<file path="src/rtl/tts_pkg.sv">
// ----------------------------------------------------------------------------
// Timed task schedule queue package
// Shared widths, default sizes, operation codes, sequencer states and the
// request/response types of the shared time arithmetic unit.
// ----------------------------------------------------------------------------
package tts_pkg;

  // Default sizes
  localparam int unsigned TTS_QUEUE_DEPTH = 16;
  localparam int unsigned TTS_ID_BITS     = 8;

  // Fixed field widths
  localparam int unsigned OP_W    = 2;
  localparam int unsigned TIME_W  = 48;
  localparam int unsigned DELAY_W = 32;

  // Saturation limits of a due time
  localparam logic [TIME_W-1:0] TIME_MAX  = {TIME_W{1'b1}};
  localparam logic [TIME_W-1:0] TIME_ZERO = '0;

  // Item operations
  typedef enum logic [OP_W-1:0] {
    OP_PUSH       = 2'd0,
    OP_PULL       = 2'd1,
    OP_CLEAR      = 2'd2,
    OP_SET_ENABLE = 2'd3
  } op_e;

  // Sequencer states
  typedef enum logic [2:0] {
    ST_INIT,
    ST_IDLE,
    ST_HEAD,
    ST_ENA,
    ST_WALK,
    ST_PLACE,
    ST_DONE
  } state_e;

  // Time unit modes
  typedef enum logic [1:0] {
    TU_ADD    = 2'd0,
    TU_MINDEC = 2'd1,
    TU_GT     = 2'd2
  } tu_mode_e;

  typedef struct packed {
    tu_mode_e          mode;
    logic [TIME_W-1:0] a;
    logic [TIME_W-1:0] b;
  } tu_req_t;

  typedef struct packed {
    logic [TIME_W-1:0] result;
    logic              gt;
  } tu_rsp_t;

endpackage

</file>
<file path="src/rtl/tts_task_if.sv">
// ----------------------------------------------------------------------------
// Task item channel
// Valid/ready channel that carries one scheduling command per beat.
// ----------------------------------------------------------------------------
interface tts_task_if
  import tts_pkg::*;
#(
  parameter int unsigned ID_BITS = TTS_ID_BITS
) ();

  logic               valid;
  logic               ready;
  logic [OP_W-1:0]    operation;
  logic [TIME_W-1:0]  reference_time;
  logic [DELAY_W-1:0] delay_ms;
  logic               to_front;
  logic [ID_BITS-1:0] task_id;
  logic               repeat_req;
  logic               enable_value;

  modport source (
    output valid, operation, reference_time, delay_ms, to_front, task_id,
           repeat_req, enable_value,
    input  ready
  );

  modport sink (
    input  valid, operation, reference_time, delay_ms, to_front, task_id,
           repeat_req, enable_value,
    output ready
  );

endinterface

</file>
<file path="src/rtl/tts_result_if.sv">
// ----------------------------------------------------------------------------
// Result channel
// Valid/ready channel that carries one result beat per task item.
// ----------------------------------------------------------------------------
interface tts_result_if
  import tts_pkg::*;
#(
  parameter int unsigned ID_BITS     = TTS_ID_BITS,
  parameter int unsigned QUEUE_DEPTH = TTS_QUEUE_DEPTH
) ();

  localparam int unsigned CNT_W = $clog2(QUEUE_DEPTH + 1);

  logic               valid;
  logic               ready;
  logic               task_valid;
  logic [ID_BITS-1:0] popped_task;
  logic [TIME_W-1:0]  last_timestamp;
  logic               queue_empty;
  logic               push_dropped;
  logic [CNT_W-1:0]   entry_count;

  modport source (
    output valid, task_valid, popped_task, last_timestamp, queue_empty,
           push_dropped, entry_count,
    input  ready
  );

  modport sink (
    input  valid, task_valid, popped_task, last_timestamp, queue_empty,
           push_dropped, entry_count,
    output ready
  );

endinterface

</file>
<file path="src/rtl/tts_ram.sv">
// ----------------------------------------------------------------------------
// Generic RAM
// One write port, one read port, registered read data (old data on a
// read of the address written in the same cycle).
// ----------------------------------------------------------------------------
module tts_ram #(
  parameter int unsigned WIDTH = 8,
  parameter int unsigned DEPTH = 16,
  localparam int unsigned AW   = (DEPTH > 1) ? $clog2(DEPTH) : 1
) (
  input  logic             clk_i,
  input  logic             we_i,
  input  logic [AW-1:0]    waddr_i,
  input  logic [WIDTH-1:0] wdata_i,
  input  logic [AW-1:0]    raddr_i,
  output logic [WIDTH-1:0] rdata_o
);

  logic [WIDTH-1:0] mem_q [DEPTH];
  logic [WIDTH-1:0] rdata_q;

  // Write and registered read
  always_ff @(posedge clk_i) begin
    if (we_i) begin
      mem_q[waddr_i] <= wdata_i;
    end
    rdata_q <= mem_q[raddr_i];
  end

  assign rdata_o = rdata_q;

endmodule

</file>
<file path="src/rtl/tts_time_unit.sv">
// ----------------------------------------------------------------------------
// Time arithmetic unit
// One comparator and one adder shared by every step of the sequencer:
// saturating add, min-minus-one held at zero, and greater-than.
// ----------------------------------------------------------------------------
module tts_time_unit
  import tts_pkg::*;
(
  input  tu_req_t req_i,
  output tu_rsp_t rsp_o
);

  logic              a_gt_b;
  logic [TIME_W:0]   sum;
  logic [TIME_W-1:0] min_ab;

  // Compare once, reuse for the min
  assign a_gt_b = req_i.a > req_i.b;
  assign min_ab = a_gt_b ? req_i.b : req_i.a;
  assign sum    = {1'b0, req_i.a} + {1'b0, req_i.b};

  // Select the result of the mode
  always_comb begin
    rsp_o.gt = a_gt_b;
    case (req_i.mode)
      TU_ADD:    rsp_o.result = sum[TIME_W] ? TIME_MAX : sum[TIME_W-1:0];
      TU_MINDEC: rsp_o.result = (min_ab == TIME_ZERO) ? TIME_ZERO
                                                      : min_ab - TIME_W'(1);
      TU_GT:     rsp_o.result = min_ab;
      default:   rsp_o.result = TIME_ZERO;
    endcase
  end

endmodule

</file>
<file path="src/rtl/tts_ctrl.sv">
// ----------------------------------------------------------------------------
// Schedule queue sequencer
// Circular slot buffer kept sorted by due time. Pops advance the head;
// inserts walk back from the tail one slot a cycle through the slot RAM,
// using the shared time unit for every compare and add.
// ----------------------------------------------------------------------------
module tts_ctrl
  import tts_pkg::*;
#(
  parameter int unsigned QUEUE_DEPTH  = TTS_QUEUE_DEPTH,
  parameter int unsigned TASK_ID_BITS = TTS_ID_BITS,
  localparam int unsigned AW     = $clog2(QUEUE_DEPTH),
  localparam int unsigned CW     = $clog2(QUEUE_DEPTH + 1),
  localparam int unsigned SLOT_W = TIME_W + TASK_ID_BITS + DELAY_W + 1
) (
  input  logic                    clk_i,
  input  logic                    rst_ni,
  tts_task_if.sink                task_in_i,
  tts_result_if.source            result_o,
  // Shared time unit
  output tu_req_t                 tu_req_o,
  input  tu_rsp_t                 tu_rsp_i,
  // Slot RAM
  output logic                    slot_we_o,
  output logic [AW-1:0]           slot_waddr_o,
  output logic [SLOT_W-1:0]       slot_wdata_o,
  output logic [AW-1:0]           slot_raddr_o,
  input  logic [SLOT_W-1:0]       slot_rdata_i,
  // Enable RAM
  output logic                    en_we_o,
  output logic [TASK_ID_BITS-1:0] en_waddr_o,
  output logic                    en_wdata_o,
  output logic [TASK_ID_BITS-1:0] en_raddr_o,
  input  logic                    en_rdata_i
);

  localparam logic [AW-1:0] LAST_SLOT = AW'(QUEUE_DEPTH - 1);
  localparam logic [CW-1:0] FULL_CNT  = CW'(QUEUE_DEPTH);
  localparam logic [CW:0]   WRAP_SUM  = (CW+1)'(QUEUE_DEPTH);

  state_e state_q, state_d;

  // Latched item
  op_e                     op_q, op_d;
  logic [TIME_W-1:0]       ref_q, ref_d;
  logic [DELAY_W-1:0]      delay_q, delay_d;
  logic                    front_q, front_d;
  logic [TASK_ID_BITS-1:0] id_q, id_d;
  logic                    rep_q, rep_d;
  logic                    en_q, en_d;

  // Queue state
  logic [AW-1:0]           head_q, head_d;
  logic [CW-1:0]           count_q, count_d;
  logic [TIME_W-1:0]       last_q, last_d;
  logic [TASK_ID_BITS-1:0] init_q, init_d;

  // Entry being inserted and walk pointers
  logic [TIME_W-1:0]       ins_due_q, ins_due_d;
  logic [TASK_ID_BITS-1:0] ins_task_q, ins_task_d;
  logic [DELAY_W-1:0]      ins_period_q, ins_period_d;
  logic                    ins_rep_q, ins_rep_d;
  logic [AW-1:0]           wr_ptr_q, wr_ptr_d;
  logic [AW-1:0]           rd_ptr_q, rd_ptr_d;
  logic [CW-1:0]           left_q, left_d;

  // Item result
  logic                    valid_q, valid_d;
  logic [TASK_ID_BITS-1:0] popped_q, popped_d;
  logic                    dropped_q, dropped_d;

  // Output register
  logic                    out_valid_q, out_valid_d;
  logic                    out_task_valid_q, out_task_valid_d;
  logic [TASK_ID_BITS-1:0] out_popped_q, out_popped_d;
  logic [TIME_W-1:0]       out_last_q, out_last_d;
  logic                    out_empty_q, out_empty_d;
  logic                    out_dropped_q, out_dropped_d;
  logic [CW-1:0]           out_count_q, out_count_d;

  // Slot read fields
  logic [TIME_W-1:0]       rd_due;
  logic [TASK_ID_BITS-1:0] rd_task;
  logic [DELAY_W-1:0]      rd_period;
  logic                    rd_rep;

  logic [CW:0]             tail_sum;
  logic [AW-1:0]           tail;
  logic [AW-1:0]           tail_prev;
  logic [AW-1:0]           rd_prev;
  logic                    in_fire;
  logic                    out_free;
  logic                    head_due;
  logic                    walk_move;
  logic [SLOT_W-1:0]       new_slot;

  function automatic logic [AW-1:0] ptr_dec(input logic [AW-1:0] p);
    return (p == '0) ? LAST_SLOT : p - AW'(1);
  endfunction

  function automatic logic [AW-1:0] ptr_inc(input logic [AW-1:0] p);
    return (p == LAST_SLOT) ? '0 : p + AW'(1);
  endfunction

  assign {rd_due, rd_task, rd_period, rd_rep} = slot_rdata_i;
  assign new_slot = {ins_due_q, ins_task_q, ins_period_q, ins_rep_q};

  // Tail slot (one past the last entry) with wrap
  assign tail_sum  = (CW+1)'(head_q) + (CW+1)'(count_q);
  assign tail      = (tail_sum >= WRAP_SUM) ? AW'(tail_sum - WRAP_SUM) : AW'(tail_sum);
  assign tail_prev = ptr_dec(tail);
  assign rd_prev   = ptr_dec(rd_ptr_q);

  assign in_fire   = task_in_i.valid && task_in_i.ready;
  assign out_free  = !out_valid_q || result_o.ready;
  assign head_due  = (count_q != '0) && !tu_rsp_i.gt;
  assign walk_move = tu_rsp_i.gt;

  // Next state
  always_comb begin
    state_d = state_q;
    case (state_q)
      ST_INIT: begin
        if (init_q == '1) state_d = ST_IDLE;
      end
      ST_IDLE: begin
        if (in_fire) state_d = ST_HEAD;
      end
      ST_HEAD: begin
        case (op_q)
          OP_PUSH: begin
            if (count_q == FULL_CNT) state_d = ST_DONE;
            else if (count_q == '0)  state_d = ST_PLACE;
            else                     state_d = ST_WALK;
          end
          OP_PULL: begin
            state_d = (head_due && rd_rep) ? ST_ENA : ST_DONE;
          end
          default: state_d = ST_DONE;
        endcase
      end
      ST_ENA: begin
        if (!en_rdata_i)         state_d = ST_DONE;
        else if (count_q == '0)  state_d = ST_PLACE;
        else                     state_d = ST_WALK;
      end
      ST_WALK: begin
        if (!walk_move)              state_d = ST_DONE;
        else if (left_q == CW'(1))   state_d = ST_PLACE;
      end
      ST_PLACE: state_d = ST_DONE;
      ST_DONE: begin
        if (out_free) state_d = ST_IDLE;
      end
      default: state_d = ST_INIT;
    endcase
  end

  // Datapath, RAM ports and handshake
  always_comb begin
    op_d         = op_q;
    ref_d        = ref_q;
    delay_d      = delay_q;
    front_d      = front_q;
    id_d         = id_q;
    rep_d        = rep_q;
    en_d         = en_q;
    head_d       = head_q;
    count_d      = count_q;
    last_d       = last_q;
    init_d       = init_q;
    ins_due_d    = ins_due_q;
    ins_task_d   = ins_task_q;
    ins_period_d = ins_period_q;
    ins_rep_d    = ins_rep_q;
    wr_ptr_d     = wr_ptr_q;
    rd_ptr_d     = rd_ptr_q;
    left_d       = left_q;
    valid_d      = valid_q;
    popped_d     = popped_q;
    dropped_d    = dropped_q;

    out_valid_d      = out_valid_q && !result_o.ready;
    out_task_valid_d = out_task_valid_q;
    out_popped_d     = out_popped_q;
    out_last_d       = out_last_q;
    out_empty_d      = out_empty_q;
    out_dropped_d    = out_dropped_q;
    out_count_d      = out_count_q;

    task_in_i.ready = 1'b0;
    tu_req_o        = '{mode: TU_GT, a: rd_due, b: ref_q};
    slot_we_o       = 1'b0;
    slot_waddr_o    = wr_ptr_q;
    slot_wdata_o    = new_slot;
    slot_raddr_o    = head_q;
    en_we_o         = 1'b0;
    en_waddr_o      = init_q;
    en_wdata_o      = 1'b1;
    en_raddr_o      = rd_task;

    case (state_q)
      // Set every enable bit after reset
      ST_INIT: begin
        en_we_o = 1'b1;
        init_d  = init_q + TASK_ID_BITS'(1);
      end

      // Take a beat; head slot read is in flight
      ST_IDLE: begin
        task_in_i.ready = 1'b1;
        if (in_fire) begin
          op_d      = op_e'(task_in_i.operation);
          ref_d     = task_in_i.reference_time;
          delay_d   = task_in_i.delay_ms;
          front_d   = task_in_i.to_front;
          id_d      = task_in_i.task_id;
          rep_d     = task_in_i.repeat_req;
          en_d      = task_in_i.enable_value;
          valid_d   = 1'b0;
          popped_d  = '0;
          dropped_d = 1'b0;
        end
      end

      // Head slot available: decide the operation
      ST_HEAD: begin
        case (op_q)
          OP_PUSH: begin
            if (front_q) begin
              tu_req_o = '{mode: TU_MINDEC, a: rd_due, b: ref_q};
            end else begin
              tu_req_o = '{mode: TU_ADD, a: ref_q, b: TIME_W'(delay_q)};
            end
            if (count_q == FULL_CNT) begin
              dropped_d = 1'b1;
            end else begin
              ins_due_d    = (front_q && count_q == '0) ? ref_q : tu_rsp_i.result;
              ins_task_d   = id_q;
              ins_period_d = delay_q;
              ins_rep_d    = rep_q && !front_q;
              wr_ptr_d     = tail;
              rd_ptr_d     = tail_prev;
              left_d       = count_q;
              slot_raddr_o = tail_prev;
            end
          end
          OP_PULL: begin
            if (head_due) begin
              head_d       = ptr_inc(head_q);
              count_d      = count_q - CW'(1);
              last_d       = rd_due;
              valid_d      = 1'b1;
              popped_d     = rd_task;
              ins_task_d   = rd_task;
              ins_period_d = rd_period;
              ins_rep_d    = 1'b1;
            end
          end
          OP_CLEAR: begin
            count_d = '0;
          end
          default: begin
            en_we_o    = 1'b1;
            en_waddr_o = id_q;
            en_wdata_o = en_q;
          end
        endcase
      end

      // Enable bit of the popped task is back: reschedule one period on
      ST_ENA: begin
        tu_req_o     = '{mode: TU_ADD, a: last_q, b: TIME_W'(ins_period_q)};
        ins_due_d    = tu_rsp_i.result;
        wr_ptr_d     = tail;
        rd_ptr_d     = tail_prev;
        left_d       = count_q;
        slot_raddr_o = tail_prev;
      end

      // Shift a later entry up one slot, or drop the new one in place
      ST_WALK: begin
        tu_req_o = '{mode: TU_GT, a: rd_due, b: ins_due_q};
        slot_we_o = 1'b1;
        if (walk_move) begin
          slot_wdata_o = slot_rdata_i;
          wr_ptr_d     = rd_ptr_q;
          rd_ptr_d     = rd_prev;
          slot_raddr_o = rd_prev;
          left_d       = left_q - CW'(1);
        end else begin
          count_d = count_q + CW'(1);
        end
      end

      ST_PLACE: begin
        slot_we_o = 1'b1;
        count_d   = count_q + CW'(1);
      end

      // Load the output register once it is free
      ST_DONE: begin
        if (out_free) begin
          out_valid_d      = 1'b1;
          out_task_valid_d = valid_q;
          out_popped_d     = popped_q;
          out_last_d       = last_q;
          out_empty_d      = (count_q == '0);
          out_dropped_d    = dropped_q;
          out_count_d      = count_q;
        end
      end

      default: ;
    endcase
  end

  // Control registers
  always_ff @(posedge clk_i or negedge rst_ni) begin
    if (!rst_ni) begin
      state_q     <= ST_INIT;
      head_q      <= '0;
      count_q     <= '0;
      last_q      <= '0;
      init_q      <= '0;
      out_valid_q <= 1'b0;
    end else begin
      state_q     <= state_d;
      head_q      <= head_d;
      count_q     <= count_d;
      last_q      <= last_d;
      init_q      <= init_d;
      out_valid_q <= out_valid_d;
    end
  end

  // Payload registers
  always_ff @(posedge clk_i) begin
    op_q             <= op_d;
    ref_q            <= ref_d;
    delay_q          <= delay_d;
    front_q          <= front_d;
    id_q             <= id_d;
    rep_q            <= rep_d;
    en_q             <= en_d;
    ins_due_q        <= ins_due_d;
    ins_task_q       <= ins_task_d;
    ins_period_q     <= ins_period_d;
    ins_rep_q        <= ins_rep_d;
    wr_ptr_q         <= wr_ptr_d;
    rd_ptr_q         <= rd_ptr_d;
    left_q           <= left_d;
    valid_q          <= valid_d;
    popped_q         <= popped_d;
    dropped_q        <= dropped_d;
    out_task_valid_q <= out_task_valid_d;
    out_popped_q     <= out_popped_d;
    out_last_q       <= out_last_d;
    out_empty_q      <= out_empty_d;
    out_dropped_q    <= out_dropped_d;
    out_count_q      <= out_count_d;
  end

  assign result_o.valid          = out_valid_q;
  assign result_o.task_valid     = out_task_valid_q;
  assign result_o.popped_task    = out_popped_q;
  assign result_o.last_timestamp = out_last_q;
  assign result_o.queue_empty    = out_empty_q;
  assign result_o.push_dropped   = out_dropped_q;
  assign result_o.entry_count    = out_count_q;

  // Occupancy never exceeds the slot count
  assert property (@(posedge clk_i) disable iff (!rst_ni) count_q <= FULL_CNT)
    else $error("entry count above queue depth");

  // An insert walk always has a free slot to move into
  assert property (@(posedge clk_i) disable iff (!rst_ni)
    (state_q == ST_WALK || state_q == ST_PLACE) |-> count_q < FULL_CNT)
    else $error("insert started on a full queue");

  // A drop is reported only when the queue is full
  assert property (@(posedge clk_i) disable iff (!rst_ni)
    (state_q == ST_DONE && dropped_q) |-> count_q == FULL_CNT)
    else $error("drop flagged with room left");

  // Placing the new entry grows the queue by exactly one
  assert property (@(posedge clk_i) disable iff (!rst_ni)
    (state_q == ST_PLACE) |=> count_q == $past(count_q) + CW'(1))
    else $error("placement did not grow the queue");

endmodule

</file>
<file path="src/rtl/timed_task_schedule_queue.sv">
// ----------------------------------------------------------------------------
// Timed task schedule queue
// Keeps tasks sorted by due time; push, pull-when-due with periodic
// rescheduling, clear, and per-task enable bits.
// ----------------------------------------------------------------------------
// Usage:
//   task_in_i carries one command per beat (push, pull, clear, set enable);
//   result_o returns exactly one result beat per command, in order.
//   The block works on one command at a time and holds task_in_i.ready low
//   until that command's result has been loaded into the output register.
//   Each command is taken in ST_IDLE, decided in ST_HEAD and finished in
//   ST_DONE. Clear, set enable, a dropped push and a pull that pops nothing
//   or a non-repeating task go straight there; a pull that pops a repeating
//   task also reads its enable bit in ST_ENA and, if that bit is clear, ends.
//   A push, and a pull that reschedules, insert the entry with a walk back
//   through the slot RAM port, one slot compared or shifted a cycle, over at
//   most the entries held after any pop, ending with a write in ST_WALK or
//   ST_PLACE. The result beat goes valid in the cycle ready returns high.
//   After reset the block sweeps the task enable RAM, one entry a cycle,
//   over all 2**TASK_ID_BITS entries (256 by default) before it takes a beat;
//   the queue starts empty and the last timestamp at zero.
//   When result_o stalls, one finished result waits in the output register
//   and the next command is still accepted; that command is held at its
//   end until the register frees.
// ----------------------------------------------------------------------------
module timed_task_schedule_queue
  import tts_pkg::*;
#(
  parameter int unsigned QUEUE_DEPTH  = TTS_QUEUE_DEPTH,
  parameter int unsigned TASK_ID_BITS = TTS_ID_BITS
) (
  input  logic         clk_i,
  input  logic         rst_ni,
  tts_task_if.sink     task_in_i,
  tts_result_if.source result_o
);

  localparam int unsigned AW     = $clog2(QUEUE_DEPTH);
  localparam int unsigned SLOT_W = TIME_W + TASK_ID_BITS + DELAY_W + 1;
  localparam int unsigned ID_CNT = 2 ** TASK_ID_BITS;

  tu_req_t                 tu_req;
  tu_rsp_t                 tu_rsp;
  logic                    slot_we;
  logic [AW-1:0]           slot_waddr;
  logic [SLOT_W-1:0]       slot_wdata;
  logic [AW-1:0]           slot_raddr;
  logic [SLOT_W-1:0]       slot_rdata;
  logic                    en_we;
  logic [TASK_ID_BITS-1:0] en_waddr;
  logic                    en_wdata;
  logic [TASK_ID_BITS-1:0] en_raddr;
  logic                    en_rdata;

  // Sequencer
  tts_ctrl #(
    .QUEUE_DEPTH (QUEUE_DEPTH),
    .TASK_ID_BITS(TASK_ID_BITS)
  ) u_ctrl (
    .clk_i       (clk_i),
    .rst_ni      (rst_ni),
    .task_in_i   (task_in_i),
    .result_o    (result_o),
    .tu_req_o    (tu_req),
    .tu_rsp_i    (tu_rsp),
    .slot_we_o   (slot_we),
    .slot_waddr_o(slot_waddr),
    .slot_wdata_o(slot_wdata),
    .slot_raddr_o(slot_raddr),
    .slot_rdata_i(slot_rdata),
    .en_we_o     (en_we),
    .en_waddr_o  (en_waddr),
    .en_wdata_o  (en_wdata),
    .en_raddr_o  (en_raddr),
    .en_rdata_i  (en_rdata)
  );

  // Shared compare/add unit
  tts_time_unit u_time_unit (
    .req_i(tu_req),
    .rsp_o(tu_rsp)
  );

  // Sorted slots: due time, task, period, repeat flag
  tts_ram #(
    .WIDTH(SLOT_W),
    .DEPTH(QUEUE_DEPTH)
  ) u_slot_ram (
    .clk_i  (clk_i),
    .we_i   (slot_we),
    .waddr_i(slot_waddr),
    .wdata_i(slot_wdata),
    .raddr_i(slot_raddr),
    .rdata_o(slot_rdata)
  );

  // Per-task enable bits
  tts_ram #(
    .WIDTH(1),
    .DEPTH(ID_CNT)
  ) u_enable_ram (
    .clk_i  (clk_i),
    .we_i   (en_we),
    .waddr_i(en_waddr),
    .wdata_i(en_wdata),
    .raddr_i(en_raddr),
    .rdata_o(en_rdata)
  );

endmodule
</file>
<file path="src/flat_wrapper.sv">
// flat-port wrapper written by rule: the top's interface ports become plain ports
module timed_task_schedule_queue_flat import tts_pkg::*;
#(
  parameter int unsigned QUEUE_DEPTH  = TTS_QUEUE_DEPTH,
  parameter int unsigned TASK_ID_BITS = TTS_ID_BITS
)
  (clk_i, rst_ni, task_in_i_valid, task_in_i_operation, task_in_i_reference_time, task_in_i_delay_ms, task_in_i_to_front, task_in_i_task_id, task_in_i_repeat_req, task_in_i_enable_value, task_in_i_ready, result_o_valid, result_o_task_valid, result_o_popped_task, result_o_last_timestamp, result_o_queue_empty, result_o_push_dropped, result_o_entry_count, result_o_ready);
  tts_task_if task_in_i_i ();
  tts_result_if #(.QUEUE_DEPTH(QUEUE_DEPTH)) result_o_i ();
  input  logic clk_i;
  input  logic rst_ni;
  input wire logic [$bits(task_in_i_i.valid)-1:0] task_in_i_valid;
  input wire logic [$bits(task_in_i_i.operation)-1:0] task_in_i_operation;
  input wire logic [$bits(task_in_i_i.reference_time)-1:0] task_in_i_reference_time;
  input wire logic [$bits(task_in_i_i.delay_ms)-1:0] task_in_i_delay_ms;
  input wire logic [$bits(task_in_i_i.to_front)-1:0] task_in_i_to_front;
  input wire logic [$bits(task_in_i_i.task_id)-1:0] task_in_i_task_id;
  input wire logic [$bits(task_in_i_i.repeat_req)-1:0] task_in_i_repeat_req;
  input wire logic [$bits(task_in_i_i.enable_value)-1:0] task_in_i_enable_value;
  output wire logic [$bits(task_in_i_i.ready)-1:0] task_in_i_ready;
  output wire logic [$bits(result_o_i.valid)-1:0] result_o_valid;
  output wire logic [$bits(result_o_i.task_valid)-1:0] result_o_task_valid;
  output wire logic [$bits(result_o_i.popped_task)-1:0] result_o_popped_task;
  output wire logic [$bits(result_o_i.last_timestamp)-1:0] result_o_last_timestamp;
  output wire logic [$bits(result_o_i.queue_empty)-1:0] result_o_queue_empty;
  output wire logic [$bits(result_o_i.push_dropped)-1:0] result_o_push_dropped;
  output wire logic [$bits(result_o_i.entry_count)-1:0] result_o_entry_count;
  input wire logic [$bits(result_o_i.ready)-1:0] result_o_ready;
  assign task_in_i_i.valid = task_in_i_valid;
  assign task_in_i_i.operation = task_in_i_operation;
  assign task_in_i_i.reference_time = task_in_i_reference_time;
  assign task_in_i_i.delay_ms = task_in_i_delay_ms;
  assign task_in_i_i.to_front = task_in_i_to_front;
  assign task_in_i_i.task_id = task_in_i_task_id;
  assign task_in_i_i.repeat_req = task_in_i_repeat_req;
  assign task_in_i_i.enable_value = task_in_i_enable_value;
  assign task_in_i_ready = task_in_i_i.ready;
  assign result_o_valid = result_o_i.valid;
  assign result_o_task_valid = result_o_i.task_valid;
  assign result_o_popped_task = result_o_i.popped_task;
  assign result_o_last_timestamp = result_o_i.last_timestamp;
  assign result_o_queue_empty = result_o_i.queue_empty;
  assign result_o_push_dropped = result_o_i.push_dropped;
  assign result_o_entry_count = result_o_i.entry_count;
  assign result_o_i.ready = result_o_ready;
  timed_task_schedule_queue #(.QUEUE_DEPTH(QUEUE_DEPTH), .TASK_ID_BITS(TASK_ID_BITS)) u_core (.clk_i(clk_i), .rst_ni(rst_ni), .task_in_i(task_in_i_i), .result_o(result_o_i));
endmodule
</file>
<file path="config.mk">
export PLATFORM = sky130hd
export DESIGN_NAME = timed_task_schedule_queue_flat
export DESIGN_NICKNAME = d
export VERILOG_FILES = /design/src/rtl/tts_pkg.sv /design/src/rtl/tts_task_if.sv /design/src/rtl/tts_result_if.sv /design/src/rtl/tts_ram.sv /design/src/rtl/tts_time_unit.sv /design/src/rtl/tts_ctrl.sv /design/src/rtl/timed_task_schedule_queue.sv /design/src/flat_wrapper.sv
export SDC_FILE = /design/constraint.sdc
export NUM_CORES = 2
export LEC_CHECK = 0
export BUFFER_PORTS_ARGS = -buffer_cell sky130_fd_sc_hd__buf_2
export CAP_MARGIN = 20
export CORE_UTILIZATION = 40
export DETAILED_ROUTE_END_ITERATION = 7
export HOLD_SLACK_MARGIN = 0.02
export SLEW_MARGIN = 20
export SYNTH_ARGS = -nofsm -noshare
export SYNTH_HDL_FRONTEND = slang
export SYNTH_HIERARCHICAL = 1
export SYNTH_SLANG_ARGS = --single-unit
</file>
<file path="constraint.sdc">
create_clock -name clk_i -period 25.4 [get_ports clk_i]
set_input_delay 2.54 -clock clk_i [delete_from_list [all_inputs] [get_ports clk_i]]
set_output_delay 2.54 -clock clk_i [all_outputs]
set_load 0.02 [all_outputs]
</file>
# Yosys cells after proc, flatten, opt, wreduce, memory -nomap -nowiden
# Memory sizes are Yosys's and may differ from the RTL's. A register that Yosys moved wholly into a read port is not among the register bits.
# Index checks and enable logic that the tools add are counted.
dict set report word_totals {
  word_cells 189
  ram_bits 1680
  in_bits 97
  register_bits 338
  mem_bits_ro 0
  latch_bits 0
  memories 2
}
# memory words width read_ports rd_ports_with_merged_regs write_ports line
set mem_list {}
lappend mem_list {u_core.u_slot_ram.mem_q 16 89 1 1 1 tts_ram.sv:19} ;# logic [WIDTH-1:0] mem_q [DEPTH];
lappend mem_list {u_core.u_enable_ram.mem_q 256 1 1 1 1 tts_ram.sv:19}
dict set report op_classes {
  multipliers 0
  n_addsub 11
  reduce_logical 36
  magnitude_cmp 2
  n_mux 80
  bitwise_logic 0
  shifts 0
  n_eq_ne 29
  n_div 0
}
# operator count
set ops {}
lappend ops {{$pmux 98 s3} 1}
lappend ops {{$mux 48} 6}
lappend ops {{$mux 89} 2}
lappend ops {{$pmux 48 s3} 1}
lappend ops {{$mux 98} 1}
lappend ops {{$mux 97} 1}
lappend ops {{$pmux 48 s2} 1}
lappend ops {{$mux 32} 2}
lappend ops {{$pmux 32 s2} 1}
lappend ops {{$mux 4} 13}
lappend ops {{$add 48x48->49} 1}
lappend ops {{$gt 48x48->1} 1}
lappend ops {{$logic_not 48->1} 1}
lappend ops {{$mux 8} 6}
lappend ops {{$sub 48x1->48 const B} 1}
lappend ops {{$pmux 4 s3} 3}
lappend ops {{$pmux 8 s2} 2}
lappend ops {{$pmux 5 s3} 2}
lappend ops {{$mux 5} 5}
lappend ops {{$reduce_and 4->1} 6}
lappend ops {{$ne 2x2->1 const B} 11}
lappend ops {{$mux 3} 7}
lappend ops {{$pmux 3 s7} 1}
lappend ops {{$mux 1} 18}
lappend ops {{37 further kinds} 64}

# Longest topological paths before layout
dict set report depth {
  word_depth 12
  ltp_mapped 35
}

# Cells and area by module
# The synthesis kept the hierarchy.
# mod instances cells_per_inst area_each_um2
set by_module_without_submodules {}
lappend by_module_without_submodules {{tts_ram at u_core.u_slot_ram} 1 2282 55004.0}
lappend by_module_without_submodules {tts_ctrl 1 1364 16130.5}
lappend by_module_without_submodules {{tts_ram at u_core.u_enable_ram} 1 788 11128.2}
lappend by_module_without_submodules {tts_time_unit 1 1126 7654.8}

# Least setup slack after synthesis
# Ideal clock, no wire load.
dict set report synth_path {
  kind {reg2reg}
  start {reg u_core.u_ctrl.state_q[0]}
  end {reg u_core.u_ctrl.ins_period_q[0] (enable)}
  period_less_slack_ns 11.638
  setup_time_ns 0.660
  path_stages_with_launch 24
  arrival_time_ns 10.978
  path_buffers 10
  required_time_ns 24.740
  slack_ns 13.762
  path_cell_list {dfrtp_1 -> buf_6 -> or3b_1 -> buf_2 -> inv_1 -> a21oi_1 -> clkbuf_1 -> clkbuf_1 -> nand2_1 -> nand2_1 -> ha_1 -> clkbuf_1 -> nand4_1 -> nor4_2 -> nand4_1 -> or4_4 -> nand2_4 -> inv_4 -> buf_8 -> clkbuf_1 -> clkbuf_8 -> buf_4 -> clkbuf_1 -> a2111oi_0}
}
# item line
set synth_rtl {}
lappend synth_rtl {{from (decl)} tts_ctrl.sv:41} ;# state_e state_q, state_d;
lappend synth_rtl {{from (signal assigned)} tts_ctrl.sv:328} ;# state_q <= state_d;
lappend synth_rtl {{to (signal assigned)} tts_ctrl.sv:348} ;# ins_period_q <= ins_period_d;
lappend synth_rtl {{to (decl)} tts_ctrl.sv:61} ;# logic [DELAY_W-1:0] ins_period_q, ins_period_d;

==> results.json <==
{
  "clock_latency_ns": 0.90,
  "fin_skew_ns": 0.0816,
  "postRouteAntennaNets": 0,
  "drive_gt1_frac": 0.209,
  "cts-hold-fix-buffers": 0,
  "num_rows": 173,
  "reg2reg_to": "u_core/u_slot_ram/rdata_o[51]",
  "track_usage": 0.237,
  "drv_cap": 0,
  "cp-start-kind": "flip-flop",
  "crit-reg2reg-launch": "u_core/u_ctrl/state_q[2]",
  "peakVddDrop_v": 0.000154,
  "synth_flop_cell": "edfxtp_1",
  "min_path_type": "flip-flop to flip-flop",
  "synth_area_um2": 89900,
  "worst_slew_pin_slew_ns": 1.15,
  "fmax_mhz": 86.4,
  "dr_total_vias": 53000,
  "path_buf_inv": 9,
  "cts_root_buf": "clkbuf_16",
  "syn_area_per_cell_um2": 16.2,
  "status": "completed",
  "p_leak_nw": 33.4,
  "period_needed_ns": 11.58,
  "yosysWarnings": 6,
  "core_area_um2": 223000,
  "relSlewSlack": 0.227,
  "combPwrFrac": 0.429,
  "cp_slowest_cell": "buf_4",
  "die_h_um": 476,
  "critPathMaxFanout": 62,
  "final-setup-viol-count": 0,
  "endpoint_kind": "flip-flop",
  "antenna_found_initial": 16,
  "path_cells": "buf_4 -> and3b_4 -> buf_4 -> nor3_4 -> buf_4 -> a22o_1 -> inv_1 -> ha_1 -> nand3_2 -> nor4_2 -> nand4_1 -> or4_4 -> nand2_4 -> inv_4 -> and3_4 -> buf_4 -> nor2_1 -> a221o_4 -> buf_4 -> buf_4 -> buf_4 -> mux4_2 -> a22oi_1 -> nand2_1",
  "yosys-top-cells-area": "edfxtp_1 65%, mux4_2 10%, nand2_1 2.4%",
  "synth-seq-area-share": 0.690,
  "critPathKind": "flip-flop to flip-flop",
  "rsz0062_at_grt": "no",
  "p_seq_frac": 0.348,
  "hold_viol": 0,
  "grt_pass1_wl_um": 386000,
  "power_density_nw_per_um2": 143,
  "r2r_cells": 24,
  "start_util": 0.404,
  "hold_start": "u_core/u_ctrl/popped_q[4]",
  "final_common_cell": "edfxtp_1",
  "die_w_um": 476,
  "drtIter0Drc": 5956,
  "synth_top_area_share": 0.651,
  "synthToLayoutAreaGrowth_pct": 12.5,
  "drt_drc_violations_left": 0,
  "clk_pin_slew_ns": 0.06,
  "r2r_slack_ns": 13.82,
  "ys_seq_elements": 2108,
  "whs_endpoint": "u_core/u_ctrl/result_o.popped_task[4]",
  "layout_common_cells": "1,949 x edfxtp_1, 583 x nand2_1, 409 x nor2_1",
  "routed_wl_um": 273000,
  "io_buffers": 162,
  "cp.arrival_ns": 12.33,
  "intPower_mw": 8.93,
  "cts.sinks": 2108,
  "num-nets-final": 5917,
  "gp_congestion": 0.969,
  "dp_hpwl_um": 164000,
  "syn_nets": 5770,
  "period_share": 0.456,
  "p_clk_frac": 0.223,
  "crit_family": "buffers and inverters",
  "io_pins": 163,
  "clock_path_buffers": 3,
  "whs_path_depth": 0,
  "p_sw_mw": 5.54,
  "numCtsBuffers": 214,
  "postCtsSetupBuffers": 0,
  "cts_max_level": 4,
  "synthesis.instances": 5560,
  "yosys.area.top_type": "edfxtp_1",
  "synth-edff-count": 1949,
  "crit_path_frequent_cell": "buf_4",
  "cts_tree": "done",
  "synth_cell_types": 105,
  "avgViaCountPerCell": 5.97,
  "switching_share": 0.383,
  "holdWs_ns": 0.423,
  "firstDrtPassIters": 6,
  "cts_resized": 0,
  "grt_pass1_vias": 51800,
  "critPathRequiredTime_ns": 26.15,
  "globalRouteOverflowTotal": 0,
  "grt_max_degree": 133,
  "maxSlewViolCount": 0,
  "synthArstFlopShare": 0.0327,
  "die-area_um2": 227000,
  "critPathMaxStageDelay_ns": 0.89,
  "routedWlPerCell_um": 30.8,
  "fin_tns_setup_ns": 0
}
## worst max-delay path by stage
stage / startpoint / end / slack (ns) / cells past startpoint
after floorplan: u_core/u_ctrl/state_q[0] / u_core/u_ctrl/ins_period_q[0] / 13.76 / 23
after global placement: u_core/u_ctrl/state_q[2] / u_core/u_slot_ram/rdata_o[11] / 13.92 / 24
after detailed placement: u_core/u_ctrl/state_q[2] / u_core/u_slot_ram/rdata_o[31] / 13.77 / 24
after CTS: u_core/u_ctrl/state_q[2] / u_core/u_slot_ram/rdata_o[31] / 13.83 / 24
after global routing: u_core/u_ctrl/state_q[2] / u_core/u_slot_ram/rdata_o[31] / 13.18 / 24
final: u_core/u_ctrl/state_q[2] / u_core/u_slot_ram/rdata_o[51] / 13.82 / 24
## Yosys cell counts, types with 38 or more instances
cell      number
o21ai_0       98
a22o_1        41
a22oi_1      234
mux2i_1       94
ha_1         111
a221o_1       47
edfxtp_1    1949
inv_1        111
dfrtp_1       69
clkbuf_1     163
xnor2_1       79
mux4_2       398
nand2_1      583
mux2_2       150
nor4_1        38
nor2_1       424
dfxtp_1       90
o22ai_1       39
buf_2         61
nor3_1        49
nand3_1       51
a21oi_1      114
## state kept, by name, indices dropped and copies added, names as in the netlist, 32 cells and up
signal / cells
u_core/u_ctrl/ins_due_q: 48
u_core/u_ctrl/ins_period_q: 32
u_core/u_enable_ram/mem_q: 256
u_core/u_ctrl/ref_q: 48
u_core/u_slot_ram/mem_q: 1424
u_core/u_slot_ram/rdata_o: 89
u_core/u_ctrl/delay_q: 32
u_core/u_ctrl/last_q: 48
u_core/u_ctrl/result_o.last_timestamp: 48
## layout make-up
type                    count  area, um2
fillers                 19200     122000
flip-flops and latches   2108      62100
multi-input cells        3016      25900
clock buffers             280       5830
well taps                2975       3720
repair buffers            255       1700
clock inverters           124       1480
inverters                 112        423
diodes                      5       12.5
## power by group through the flow
stage / Sequential (mW) / Combinational, mW / Clock [mW]
2_1_floorplan: 4.90 / 4.56 / 0
3_3_place_gp: 5.10 / 6.13 / 0
3_5_place_dp: 5.10 / 6.15 / 0
4_1_cts: 5.03 / 6.18 / 3.28
5_1_grt: 5.06 / 6.64 / 3.41
6_report: 5.04 / 6.22 / 3.22
## metrics by stage
| stage | cell area [um2] | util | cells | worst slack (ns) | power (mW) |
|---|---|---|---|---|---|
| floorplan | 89900 | - | 5560 | 13.76 | 9.46 |
| global placement | 93800 | 0.421 | 8464 | 13.92 | 11.2 |
| detailed placement | 93800 | 0.421 | 8465 | 13.77 | 11.3 |
| CTS | 101000 | 0.454 | 8869 | 13.83 | 14.5 |
| global route | 101000 | 0.454 | 8873 | 13.18 | 15.1 |
| finish | 101000 | 0.454 | 8875 | 13.82 | 14.5 |
## logic make-up after synthesis
family,Yosys count,synth area share
AO/OA/AOI/OAI,796,0.0626
multiplexers,643,0.129
AND/OR/NAND/NOR,1361,0.0678
XOR/XNOR,103,0.0100
flip-flops,2108,0.690
buffers and inverters,436,0.0245
adder cells (fa/ha/maj),113,0.0159
## per-layer routing
metal | track usage | vias to the layer above | routed length, um
met5 | 0 | - | 38
met4 | 0.0989 | 4 | 11900
met3 | 0.0323 | 435 | 20100
met2 | 0.374 | 2439 | 129000
met1 | 0.328 | 28000 | 113000
li1 | - | 22100 | -
## worst reg2reg max path, cell delays in order, from the launching register on
cell and delay [ns]:
dfrtp_1 0.32, buf_4 0.33, and3b_4 0.35, buf_4 0.41
nor3_4 0.41, buf_4 0.58, a22o_1 0.38, inv_1 0.11
ha_1 0.50, nand3_2 0.15, nor4_2 0.62, nand4_1 0.31
or4_4 0.76, nand2_4 0.54, inv_4 0.46, and3_4 0.42
buf_4 0.31, nor2_1 0.30, a221o_4 0.66, buf_4 0.84
buf_4 0.96, buf_4 0.86, mux4_2 0.62, a22oi_1 0.20
nand2_1 0.08
Power figures use the tool's default switching activity.
